--- src/hdl/vpfc_pkg.sv ---
// ============================================================================
// vpfc_pkg: shared types and constants for the video playback frame clock
// Command codes, play states, register indexes and the control/status
// structs passed between controller and datapath.
// ============================================================================
`default_nettype none

package vpfc_pkg;

    localparam int TIME_BITS_DEF = 48;
    localparam int FRAC_BITS_DEF = 8;

    localparam int CMD_W   = 3;
    localparam int STATE_W = 2;
    localparam int DUR_W   = 24;
    localparam int FPL_W   = 32;
    localparam int LOOPS_W = 17;
    localparam int FRAME_W = 32;
    localparam int LOOP_W  = 31;
    localparam int IDX_W   = 2;
    localparam int CFG_W   = 32;

    localparam logic [CMD_W-1:0] CMD_START  = 3'd0;
    localparam logic [CMD_W-1:0] CMD_STOP   = 3'd1;
    localparam logic [CMD_W-1:0] CMD_PAUSE  = 3'd2;
    localparam logic [CMD_W-1:0] CMD_RESUME = 3'd3;
    localparam logic [CMD_W-1:0] CMD_TICK   = 3'd4;

    localparam logic [STATE_W-1:0] PS_STOPPED  = 2'd0;
    localparam logic [STATE_W-1:0] PS_PLAYING  = 2'd1;
    localparam logic [STATE_W-1:0] PS_PAUSED   = 2'd2;
    localparam logic [STATE_W-1:0] PS_FINISHED = 2'd3;

    localparam logic [IDX_W-1:0] REG_FRAME_DUR   = 2'd0;
    localparam logic [IDX_W-1:0] REG_FRAMES_LOOP = 2'd1;
    localparam logic [IDX_W-1:0] REG_PLAY_LOOPS  = 2'd2;

    localparam logic [DUR_W-1:0]   DUR_RESET   = 24'd12800;
    localparam logic [LOOPS_W-1:0] LOOPS_RESET = 17'd1;
    localparam int                 DEFAULT_DUR_MS = 50;
    localparam logic [LOOP_W-1:0]  LOOP_MAX    = 31'h7FFF_FFFF;

    typedef struct packed {
        logic accept;
        logic div_step;
        logic load2;
        logic mul;
        logic update;
        logic load_out;
    } dp_cmd_t;

    typedef struct packed {
        logic tick_go;
        logic div_done;
        logic out_free;
    } dp_stat_t;

endpackage

`default_nettype wire

--- src/hdl/vpfc_ctrl.sv ---
// ============================================================================
// vpfc_ctrl: sequencing state machine
// Accepts one command, steps the shared divider twice for a tick, then
// hands the result to the output register.
// ============================================================================
`default_nettype none

module vpfc_ctrl
(
    input  wire logic             clk,
    input  wire logic             rst_n,
    input  wire logic             s_tvalid,
    output logic                  s_tready,
    input  vpfc_pkg::dp_stat_t    stat,
    output vpfc_pkg::dp_cmd_t     cmd
);

    localparam logic [2:0] S_IDLE = 3'd0;
    localparam logic [2:0] S_DIV1 = 3'd1;
    localparam logic [2:0] S_DIV2 = 3'd2;
    localparam logic [2:0] S_UPD  = 3'd3;
    localparam logic [2:0] S_FIN  = 3'd4;

    logic [2:0] state_reg;
    logic [2:0] state_next;

    always_comb
    begin
        state_next = state_reg;
        cmd        = '0;
        s_tready   = 1'b0;
        unique case (state_reg)
            S_IDLE:
            begin
                s_tready = 1'b1;
                if (s_tvalid)
                begin
                    cmd.accept = 1'b1;
                    state_next = stat.tick_go ? S_DIV1 : S_FIN;
                end
            end
            S_DIV1:
            begin
                if (!stat.div_done)
                    cmd.div_step = 1'b1;
                else
                begin
                    cmd.load2  = 1'b1;
                    state_next = S_DIV2;
                end
            end
            S_DIV2:
            begin
                if (!stat.div_done)
                    cmd.div_step = 1'b1;
                else
                begin
                    cmd.mul    = 1'b1;
                    state_next = S_UPD;
                end
            end
            S_UPD:
            begin
                cmd.update = 1'b1;
                state_next = S_FIN;
            end
            S_FIN:
            begin
                // hold until the output register can take the result
                if (stat.out_free)
                begin
                    cmd.load_out = 1'b1;
                    state_next   = S_IDLE;
                end
            end
            default:
                state_next = S_IDLE;
        endcase
    end

    always_ff @(posedge clk or negedge rst_n)
    begin
        if (!rst_n)
            state_reg <= S_IDLE;
        else
            state_reg <= state_next;
    end

endmodule

`default_nettype wire

--- src/hdl/vpfc_dp.sv ---
// ============================================================================
// vpfc_dp: playback clock datapath
// Holds configuration, play state, the shared restoring divider, the
// loop-time multiplier and the output register.
// ============================================================================
`default_nettype none

module vpfc_dp
#(
    parameter int TIME_BITS = vpfc_pkg::TIME_BITS_DEF,
    parameter int FRAC_BITS = vpfc_pkg::FRAC_BITS_DEF,
    parameter int IN_W      = 48,
    parameter int OUT_W     = 152
)
(
    input  wire logic                          clk,
    input  wire logic                          rst_n,
    input  wire logic                          cfg_valid,
    input  wire logic [vpfc_pkg::IDX_W-1:0]    cfg_index,
    input  wire logic [vpfc_pkg::CFG_W-1:0]    cfg_data,
    input  wire logic [IN_W-1:0]               s_tdata,
    input  wire logic [vpfc_pkg::CMD_W-1:0]    s_tuser,
    output logic                               m_tvalid,
    input  wire logic                          m_tready,
    output logic [OUT_W-1:0]                   m_tdata,
    input  vpfc_pkg::dp_cmd_t                  cmd,
    output vpfc_pkg::dp_stat_t                 stat
);

    localparam int QW    = TIME_BITS + FRAC_BITS;
    localparam int DW    = vpfc_pkg::FPL_W;
    localparam int CW    = $clog2(QW + 1);
    localparam int PW    = DW + vpfc_pkg::DUR_W;
    localparam int SW    = TIME_BITS + FRAC_BITS + DW;
    localparam int RAW_W = 100 + TIME_BITS;
    localparam logic [vpfc_pkg::DUR_W-1:0] DEN_DEFAULT =
        vpfc_pkg::DUR_W'(vpfc_pkg::DEFAULT_DUR_MS) << FRAC_BITS;
    localparam logic [TIME_BITS-1:0] TMASK = '1;

    // configuration
    logic [vpfc_pkg::DUR_W-1:0]   dur_reg;
    logic [vpfc_pkg::FPL_W-1:0]   fpl_reg;
    logic [vpfc_pkg::LOOPS_W-1:0] loops_reg;

    // playback state
    logic [vpfc_pkg::STATE_W-1:0] ps_reg;
    logic [TIME_BITS-1:0]         start_reg;
    logic [TIME_BITS-1:0]         pst_reg;
    logic [TIME_BITS-1:0]         tp_reg;
    logic [vpfc_pkg::FRAME_W-1:0] shown_reg;
    logic [vpfc_pkg::LOOP_W-1:0]  loop_reg;
    logic [vpfc_pkg::FRAME_W-1:0] skip_reg;

    // divider and multiplier
    logic [QW-1:0]                dq_reg;
    logic [DW-1:0]                rem_reg;
    logic [DW-1:0]                div_reg;
    logic [CW-1:0]                cnt_reg;
    logic [vpfc_pkg::DUR_W-1:0]   den_reg;
    logic [vpfc_pkg::DUR_W-1:0]   rem1_reg;
    logic [PW-1:0]                prod_reg;

    // tick results
    logic                         chg_reg;
    logic                         lchg_reg;
    logic                         fin_reg;
    logic [vpfc_pkg::FRAME_W-1:0] fidx_reg;
    logic [vpfc_pkg::LOOP_W-1:0]  lnum_reg;
    logic [TIME_BITS-1:0]         lel_reg;

    logic                         out_valid_reg;
    logic [OUT_W-1:0]             out_data_reg;

    logic [TIME_BITS-1:0]         now;
    logic [TIME_BITS-1:0]         since_start;
    logic [TIME_BITS-1:0]         elapsed;
    logic [TIME_BITS-1:0]         pause_d;
    logic [vpfc_pkg::DUR_W-1:0]   den;
    logic [DW:0]                  rem_sh;
    logic                         rem_ge;
    logic [DW:0]                  rem_sub;
    logic                         endless;
    logic [15:0]                  nloops;
    logic                         done_all;
    logic [vpfc_pkg::LOOP_W-1:0]  loop_new;
    logic [vpfc_pkg::FRAME_W-1:0] shown_inc;
    logic [SW-1:0]                lel_sum;
    logic [RAW_W-1:0]             out_raw;

    assign now         = s_tdata[TIME_BITS-1:0];
    assign since_start = now - start_reg;
    assign elapsed     = (now > start_reg && since_start > tp_reg) ? since_start - tp_reg : '0;
    assign pause_d     = (now > pst_reg) ? now - pst_reg : '0;
    assign den         = (dur_reg != '0) ? dur_reg : DEN_DEFAULT;

    assign rem_sh  = {rem_reg, dq_reg[QW-1]};
    assign rem_sub = rem_sh - {1'b0, div_reg};
    assign rem_ge  = rem_sh >= {1'b0, div_reg};

    assign endless   = (loops_reg == '1);
    assign nloops    = (loops_reg[16] || loops_reg[15:0] == '0) ? 16'd1 : loops_reg[15:0];
    assign done_all  = !endless && (dq_reg >= QW'(nloops));
    assign loop_new  = (dq_reg >= QW'(vpfc_pkg::LOOP_MAX)) ? vpfc_pkg::LOOP_MAX
                                                           : dq_reg[30:0] + 31'd1;
    assign shown_inc = shown_reg + 32'd1;
    assign lel_sum   = SW'(prod_reg) + SW'(rem1_reg);

    assign stat.tick_go  = (s_tuser == vpfc_pkg::CMD_TICK)
                        && (ps_reg == vpfc_pkg::PS_PLAYING) && (fpl_reg != '0);
    assign stat.div_done = (cnt_reg == '0);
    assign stat.out_free = !out_valid_reg || m_tready;

    assign out_raw = {skip_reg, lel_reg, lnum_reg, fidx_reg, fin_reg, lchg_reg, chg_reg, ps_reg};

    assign m_tvalid = out_valid_reg;
    assign m_tdata  = out_data_reg;

    // configuration and control state
    always_ff @(posedge clk or negedge rst_n)
    begin
        if (!rst_n)
        begin
            dur_reg       <= vpfc_pkg::DUR_RESET;
            fpl_reg       <= '0;
            loops_reg     <= vpfc_pkg::LOOPS_RESET;
            ps_reg        <= vpfc_pkg::PS_STOPPED;
            start_reg     <= '0;
            pst_reg       <= '0;
            tp_reg        <= '0;
            shown_reg     <= '0;
            loop_reg      <= 31'd1;
            skip_reg      <= '0;
            cnt_reg       <= '0;
            out_valid_reg <= 1'b0;
        end
        else
        begin
            if (cfg_valid)
            begin
                unique case (cfg_index)
                    vpfc_pkg::REG_FRAME_DUR:   dur_reg   <= cfg_data[vpfc_pkg::DUR_W-1:0];
                    vpfc_pkg::REG_FRAMES_LOOP: fpl_reg   <= cfg_data;
                    vpfc_pkg::REG_PLAY_LOOPS:  loops_reg <= cfg_data[vpfc_pkg::LOOPS_W-1:0];
                    default: ;
                endcase
            end

            if (cmd.accept)
            begin
                case (s_tuser)
                    vpfc_pkg::CMD_START:
                    begin
                        ps_reg    <= vpfc_pkg::PS_PLAYING;
                        start_reg <= now;
                        pst_reg   <= '0;
                        tp_reg    <= '0;
                        shown_reg <= '0;
                        loop_reg  <= 31'd1;
                        skip_reg  <= '0;
                    end
                    vpfc_pkg::CMD_STOP:
                        ps_reg <= vpfc_pkg::PS_STOPPED;
                    vpfc_pkg::CMD_PAUSE:
                        if (ps_reg == vpfc_pkg::PS_PLAYING)
                        begin
                            ps_reg  <= vpfc_pkg::PS_PAUSED;
                            pst_reg <= now;
                        end
                    vpfc_pkg::CMD_RESUME:
                        if (ps_reg == vpfc_pkg::PS_PAUSED)
                        begin
                            // saturate the pause total
                            tp_reg  <= (pause_d > (TMASK - tp_reg)) ? TMASK : tp_reg + pause_d;
                            pst_reg <= '0;
                            ps_reg  <= vpfc_pkg::PS_PLAYING;
                        end
                    default: ;
                endcase
                if (stat.tick_go)
                    cnt_reg <= CW'(QW);
            end
            else if (cmd.load2)
                cnt_reg <= CW'(QW);
            else if (cmd.div_step)
                cnt_reg <= cnt_reg - CW'(1);

            if (cmd.update)
            begin
                if (done_all)
                    ps_reg <= vpfc_pkg::PS_FINISHED;
                else
                begin
                    loop_reg <= loop_new;
                    if (rem_reg > shown_inc)
                        skip_reg <= skip_reg + rem_reg - shown_inc;
                    if (rem_reg != shown_reg || loop_new != loop_reg)
                        shown_reg <= rem_reg;
                end
            end

            if (cmd.load_out)
                out_valid_reg <= 1'b1;
            else if (m_tready)
                out_valid_reg <= 1'b0;
        end
    end

    // divider, multiplier and result payload
    always_ff @(posedge clk)
    begin
        if (cmd.accept)
        begin
            chg_reg  <= 1'b0;
            lchg_reg <= 1'b0;
            fin_reg  <= 1'b0;
            fidx_reg <= '0;
            lnum_reg <= '0;
            lel_reg  <= '0;
            dq_reg   <= QW'(elapsed) << FRAC_BITS;
            rem_reg  <= '0;
            div_reg  <= DW'(den);
            den_reg  <= den;
        end
        else if (cmd.load2)
        begin
            rem1_reg <= rem_reg[vpfc_pkg::DUR_W-1:0];
            rem_reg  <= '0;
            div_reg  <= fpl_reg;
        end
        else if (cmd.div_step)
        begin
            rem_reg <= rem_ge ? rem_sub[DW-1:0] : rem_sh[DW-1:0];
            dq_reg  <= {dq_reg[QW-2:0], rem_ge};
        end

        if (cmd.mul)
            prod_reg <= rem_reg * den_reg;

        if (cmd.update)
        begin
            if (done_all)
            begin
                chg_reg  <= 1'b1;
                fin_reg  <= 1'b1;
                fidx_reg <= fpl_reg - 32'd1;
                lnum_reg <= 31'(nloops);
            end
            else
            begin
                lchg_reg <= (loop_new != loop_reg);
                lnum_reg <= loop_new;
                lel_reg  <= lel_sum[FRAC_BITS +: TIME_BITS];
                if (rem_reg != shown_reg || loop_new != loop_reg)
                begin
                    chg_reg  <= 1'b1;
                    fidx_reg <= rem_reg;
                end
            end
        end

        if (cmd.load_out)
            out_data_reg <= OUT_W'(out_raw);
    end

`ifndef ASSERT_OFF
    a_cnt_range: assert property (@(posedge clk) disable iff (!rst_n)
        cnt_reg <= CW'(QW))
        else $error("divider count out of range");

    a_rem_bound: assert property (@(posedge clk) disable iff (!rst_n)
        (cnt_reg != '0) |-> (rem_reg < div_reg))
        else $error("partial remainder not below divisor");

    a_fin_state: assert property (@(posedge clk) disable iff (!rst_n)
        (cmd.update && done_all) |=> (ps_reg == vpfc_pkg::PS_FINISHED))
        else $error("finish did not set finished state");

    a_fin_flags: assert property (@(posedge clk) disable iff (!rst_n)
        (out_valid_reg && out_data_reg[4]) |-> (out_data_reg[2] && !out_data_reg[3]))
        else $error("finished result with wrong change flags");
`endif

endmodule

`default_nettype wire

--- src/hdl/video_playback_frame_clock.sv ---
// ============================================================================
// video_playback_frame_clock: playback clock for one video stream
// Timestamped start/stop/pause/resume/tick commands in, one status item out.
// ============================================================================
//   s_*: one command per transfer; tuser carries the command code, tdata the
//   timestamp in ms. m_*: one result per command. cfg_*: register index and
//   data, always ready; write only while the block is idle.
//   Sequence: start, stop, pause, resume, unknown codes and ticks that do not
//   run go straight to the output load step. A running tick takes two passes
//   of the shared one-bit-per-cycle divider with a reload step between them,
//   then one multiply, one update and one output load step.
//   Flow: one command at a time, s_tready high only while idle.
//   Stall: a result waits in the output register while the next command is
//   accepted and processed; that one holds in the final step, s_tready low.
//   Reset: asynchronous, active low; clears play state and counters and sets
//   the registers to their defaults (50 ms frames, no frames, one loop).
// ============================================================================
`default_nettype none

module video_playback_frame_clock
#(
    parameter int TIME_BITS = vpfc_pkg::TIME_BITS_DEF,
    parameter int FRAC_BITS = vpfc_pkg::FRAC_BITS_DEF
)
(
    input  wire logic                                  clk,
    input  wire logic                                  rst_n,
    // configuration write channel
    input  wire logic                                  cfg_valid,
    output logic                                       cfg_ready,
    input  wire logic [vpfc_pkg::IDX_W-1:0]            cfg_index,
    input  wire logic [vpfc_pkg::CFG_W-1:0]            cfg_data,
    // command stream
    input  wire logic                                  s_tvalid,
    output logic                                       s_tready,
    input  wire logic [((TIME_BITS+7)/8)*8-1:0]        s_tdata,  // timestamp_ms, zero pad
    input  wire logic [vpfc_pkg::CMD_W-1:0]            s_tuser,  // cmd
    // result stream
    output logic                                       m_tvalid,
    input  wire logic                                  m_tready,
    // play_status, new frame flag, new loop flag, finished, frame_index,
    // loop_number, time within the loop in ms, skipped_count, zero pad
    output logic [((100+TIME_BITS+7)/8)*8-1:0]         m_tdata
);

    localparam int IN_W  = ((TIME_BITS + 7) / 8) * 8;
    localparam int OUT_W = ((100 + TIME_BITS + 7) / 8) * 8;

    vpfc_pkg::dp_cmd_t  dp_cmd;
    vpfc_pkg::dp_stat_t dp_stat;

    // registers are taken in any cycle
    assign cfg_ready = 1'b1;

    vpfc_ctrl u_ctrl
    (
        .clk      (clk),
        .rst_n    (rst_n),
        .s_tvalid (s_tvalid),
        .s_tready (s_tready),
        .stat     (dp_stat),
        .cmd      (dp_cmd)
    );

    vpfc_dp
    #(
        .TIME_BITS (TIME_BITS),
        .FRAC_BITS (FRAC_BITS),
        .IN_W      (IN_W),
        .OUT_W     (OUT_W)
    )
    u_dp
    (
        .clk       (clk),
        .rst_n     (rst_n),
        .cfg_valid (cfg_valid),
        .cfg_index (cfg_index),
        .cfg_data  (cfg_data),
        .s_tdata   (s_tdata),
        .s_tuser   (s_tuser),
        .m_tvalid  (m_tvalid),
        .m_tready  (m_tready),
        .m_tdata   (m_tdata),
        .cmd       (dp_cmd),
        .stat      (dp_stat)
    );

endmodule

`default_nettype wire

--- config.mk ---
export PLATFORM = sky130hd
export DESIGN_NAME = video_playback_frame_clock
export DESIGN_NICKNAME = d
export VERILOG_FILES = /design/src/hdl/vpfc_pkg.sv /design/src/hdl/vpfc_ctrl.sv /design/src/hdl/vpfc_dp.sv /design/src/hdl/video_playback_frame_clock.sv
export SDC_FILE = /design/constraint.sdc
export NUM_CORES = 2
export LEC_CHECK = 0
export BUFFER_PORTS_ARGS = -buffer_cell sky130_fd_sc_hd__buf_2
export CORE_MARGIN = 2
export CORE_UTILIZATION = 50
export DETAILED_ROUTE_END_ITERATION = 10
export PLACE_DENSITY_LB_ADDON = 0.25
export SETUP_SLACK_MARGIN = 0.05
export SLEW_MARGIN = 20
export SYNTH_ARGS = -nofsm -noshare
export SYNTH_HDL_FRONTEND = slang
export SYNTH_HIERARCHICAL = 1
export SYNTH_SLANG_ARGS = --single-unit
--- constraint.sdc ---
create_clock -name clk -period 31.9 [get_ports clk]
set_input_delay 1.595 -clock clk [delete_from_list [all_inputs] [get_ports clk]]
set_output_delay 1.595 -clock clk [all_outputs]
set_load 0.01 [all_outputs]
==> results <==
- The run finished with clean final reports.
- The placement-stage worst setup slack is 22.40 ns.
- The fill cell total of the finished layout is 13092.
- TritonCTS built the clock tree.
- Among all stages on the critical path, the largest delay is contributed by sky130_fd_sc_hd__nor4_1.
- On the worst path, the slowest cell contributes a delay of 1.00 ns.
- The synthesized design contains 355 enable-type register cells.
- The final wirelength is 212000 microns.
- The total CTS buffers is 95.
- The H-tree depth reported by CTS is 3.
- Of all nets on the critical path, the largest fanout is 48.
- The share of the core filled with cells is 54.7%.
- The relative max-transition margin is 16.9%.
- The number of buffers and inverters on the critical path is 3.
- The worst clock skew on the final layout is 0.0574 ns.
- Counting along the longest clock path gives a buffer depth of 3.
- The total routing usage reported by global routing is 28.3%.
- The core region is 0.146 sq mm.
- Of the total power, the share spent switching nets is 42.8%.
- The routed wirelength normalized by instance count is 21.4 microns.
- Routability-driven placement finished with a final weighted congestion of 0.962.
- Setup violations remaining at the end of the flow were counted as 0.
- At the end of the flow, the number of nets in the layout was 9184.
- The data arrival at the endpoint of the critical path is 9.44 ns.
- The sequential cell area fraction in the yosys report is 29.1%.
- The mapped netlist covers 0.0736 sq mm.
- After global routing the overflow that remains totals 0.
- The number of hold buffers added after CTS was 0.
- The number of max-slew violations in the final report is 0.
- The full die area is 0.150 sq mm.
- Across the VDD grid, the largest voltage drop is 0.0441 mV.
- Relative to the synthesized area, the layout overhead comes to 8.49%.
- The power density over cell area is 65.8 mW/mm^2.
- The number of ports placed on the die boundary is 245.
- The number of global-route vias before repair was 57969.
- The clock reaches the later pin of the worst-skew pair after 0.74 ns.
- During synthesis, Yosys emitted a total of 6 warnings.
- The count of nets left with antenna violations after detail routing is 0.
- Registers are responsible for 26.9% of the overall power.
- The floorplan step set the die width to 388 microns.
- The placement row count is 140.
- The final count of hold timing violations is 0.
- Counting I/O delays and the setup requirement, the final critical path takes 8.92 ns.
- The tool flagged a number of max-cap violations equal to 0.
- After synthesis, the netlist uses 92 different library cells.
- The net load switching power is 2.25 mW.
- The share of final-layout standard cells stronger than drive strength 1 is 8.34%.
- In this run, synthesis produced a sequential element count of 810.
- In the synthesized netlist, the number of instances is 7843.
- The worst path meets setup with 22.98 ns of slack.
- The worst setup path is of the in2reg kind.
- The wire length of the first global-routing pass is 332000 microns.
- The CTS clock-pin slew for the worst setup and hold paths is 0.06 ns.
- The initial antenna violation count is 14.
- The measured slew at the worst slew-check pin is 1.21 ns.
- Once the clock tree was built, the setup fixing pass inserted 0 buffers.
- The maximum number of pins on one net before global-route repair is 118.
- The count of buffers added on input and output ports is 239.
- The worst path uses 28.0% of the clock period.
- The clock drives 810 sinks.
- The worst setup path is launched from an input port.
- The half-perimeter wire length after placement is 161000 microns.
- The design internal power is 3.00 mW.
- The clock network burns 21.8% of the power.
- The y dimension of the die is 388 microns.
- The endpoint required time on the critical path is 32.42 ns.
- The signal on the critical path passes through buf_2, ha_1, nand4_1, nor4_1, nand2_1, nor4_1, nand2b_1, o22a_1, o31a_1, buf_4, inv_1, and2_1, ha_1, a211o_1, a2111oi_0, o211a_1, o2111ai_1, a211oi_1, o31a_1, o211a_1, o31ai_1, a21oi_1, xor2_1, a21oi_1.
- For this run, the top clock speed supported by timing is 0.112 GHz.
- The DRC violation count after routing is 0.
- The detailed-route via count is 56777.
- The iteration count of the initial detailed-routing pass is 8.
- After routing, the total negative slack on setup checks comes to 0 ns.
- In the layout the commonest cells are sky130_fd_sc_hd__inv_1 (1033), sky130_fd_sc_hd__nand2_1 (912), sky130_fd_sc_hd__fa_1 (694).
- The most used flip-flop cell after synthesis is sky130_fd_sc_hd__edfxtp_1.
- The count of instances resized after the clock tree is built is 0.
- The detailed router finished its first iteration with 3896 violations.
- The share of synthesized flip-flops with an asynchronous set or reset is 40.0%.
- The average cell area after synthesis is 9.38 sq um.
- After detailed routing, the number of vias per cell comes to 5.74.
- The area taken by flip-flops and latches is 0.0214 sq mm.
- Leaving out fill and tap cells, the most frequent cell in the layout is sky130_fd_sc_hd__inv_1.
- Combinational logic burns 51.4% of the power.
- Setup repair after global routing left no endpoint under its margin.
- The starting utilization of the core area is 50.4%.
- The multi-input combinational cells in the finished layout cover a total of 0.0468 sq mm.
- The total leakage power is 36.8 nW.
- The worst setup path is captured at a register.
- The register with the most flip-flops in the layout has 148 of them.
- The largest delay contributor family on the critical path is compound AO/OA/AOI/OAI gates.
- The path class of the tightest hold or removal check is reg2reg.
- The cell chosen for the clock root is sky130_fd_sc_hd__clkbuf_16.
-- worst paths after layout --
kind                                  start           endpoint  slack (ns)  cells after the start
max in group asynchronous             rst_n  u_dp/skip_reg[11]       28.99                      3
min in group asynchronous             rst_n  u_dp/start_reg[3]        0.91                      1
min reg2reg                u_dp/lnum_reg[7]   u_dp/m_tdata[44]        0.42                      0
min                        u_dp/lnum_reg[7]   u_dp/m_tdata[44]        0.42                      0
max                             s_tdata[41]    u_dp/tp_reg[47]       22.98                     24
max reg2reg                u_dp/rem_reg[26]  u_dp/prod_reg[50]       23.39                     25
-- synth_stat cells (184+ instances only) --
library cell                  n  area share (%)
sky130_fd_sc_hd__xnor2_1    250             3.0
sky130_fd_sc_hd__dfrtp_1    319              11
sky130_fd_sc_hd__edfxtp_1   355              14
sky130_fd_sc_hd__clkbuf_1   339             1.7
sky130_fd_sc_hd__o21ai_0    396             2.7
sky130_fd_sc_hd__and2_1     410             3.5
sky130_fd_sc_hd__a21o_1     204             2.1
sky130_fd_sc_hd__inv_1     1034             5.3
sky130_fd_sc_hd__nand2_1    912             4.7
sky130_fd_sc_hd__fa_1       694              19
sky130_fd_sc_hd__xor2_1     184             2.2
sky130_fd_sc_hd__a21oi_1    371             2.5
sky130_fd_sc_hd__nor2_1     297             1.5
sky130_fd_sc_hd__ha_1       515             8.8
-- worst reg2reg max path, cell delays in order (launching register included) --
cell	delay [ns]
sky130_fd_sc_hd__dfxtp_1	0.81
sky130_fd_sc_hd__buf_4	0.51
sky130_fd_sc_hd__and2_1	0.24
sky130_fd_sc_hd__fa_1	0.42
sky130_fd_sc_hd__fa_1	0.55
sky130_fd_sc_hd__inv_1	0.06
sky130_fd_sc_hd__fa_1	0.52
sky130_fd_sc_hd__fa_1	0.52
sky130_fd_sc_hd__inv_1	0.06
sky130_fd_sc_hd__fa_1	0.52
sky130_fd_sc_hd__fa_1	0.52
sky130_fd_sc_hd__inv_1	0.06
sky130_fd_sc_hd__fa_1	0.49
sky130_fd_sc_hd__inv_1	0.05
sky130_fd_sc_hd__ha_1	0.41
sky130_fd_sc_hd__o21a_1	0.16
sky130_fd_sc_hd__o21ai_0	0.08
sky130_fd_sc_hd__a21oi_1	0.43
sky130_fd_sc_hd__and3_1	0.42
sky130_fd_sc_hd__o211ai_1	0.36
sky130_fd_sc_hd__a21oi_1	0.25
sky130_fd_sc_hd__a21o_1	0.14
sky130_fd_sc_hd__o21a_1	0.26
sky130_fd_sc_hd__a31oi_1	0.12
sky130_fd_sc_hd__nor3_1	0.24
sky130_fd_sc_hd__xor2_1	0.09
-- power by group through the flow --
stage / combinational, mW / sequential (mW) / clock, mW
after global routing: 3.00 / 1.43 / 1.21
after CTS: 2.68 / 1.41 / 1.17
after global placement: 2.62 / 1.42 / 0
after floorplan: 1.95 / 1.40 / 0
after detailed placement: 2.66 / 1.43 / 0
final: 2.70 / 1.41 / 1.14
-- through the flow --
stage	hold slack (ns)	cell area, sq um	power (mW)	cells
finish	0.420	79800	5.25	9886
global route	0.423	79800	5.63	9881
CTS	0.421	79800	5.26	9881
detailed placement	0.405	76500	4.09	9705
global placement	0.404	76500	4.05	9705
floorplan	0.400	73600	3.35	7846
-- layer usage --
layer	vias up	track usage, %	wire length [microns]
li1	26316	-	-
met5	-	0	43
met1	28047	36.8	88600
met2	1966	46.3	98300
met3	440	5.84	16200
met4	8	10.9	8900
-- kinds of logic after synthesis --
kind of cell	synth area share, %
AND/OR/NAND/NOR	15.4
multiplexers	2.08
adder cells (fa/ha/maj)	27.6
other	0.0102
XOR/XNOR	5.38
buffers and inverters	7.44
AO/OA/AOI/OAI	12.9
flip-flops	29.1
-- final cells by class --
class	instances	share of cell area, %
Antenna cell	5	0.0157
Clock buffer	114	3.25
Clock inverter	62	0.915
Inverter	1036	4.87
Multi-Input combinational cell	5600	58.6
Sequential cell	810	26.8
Tap cell	1917	3.00
Timing Repair Buffer	342	2.50
Note: power is estimated with default switching activity, not from simulation.
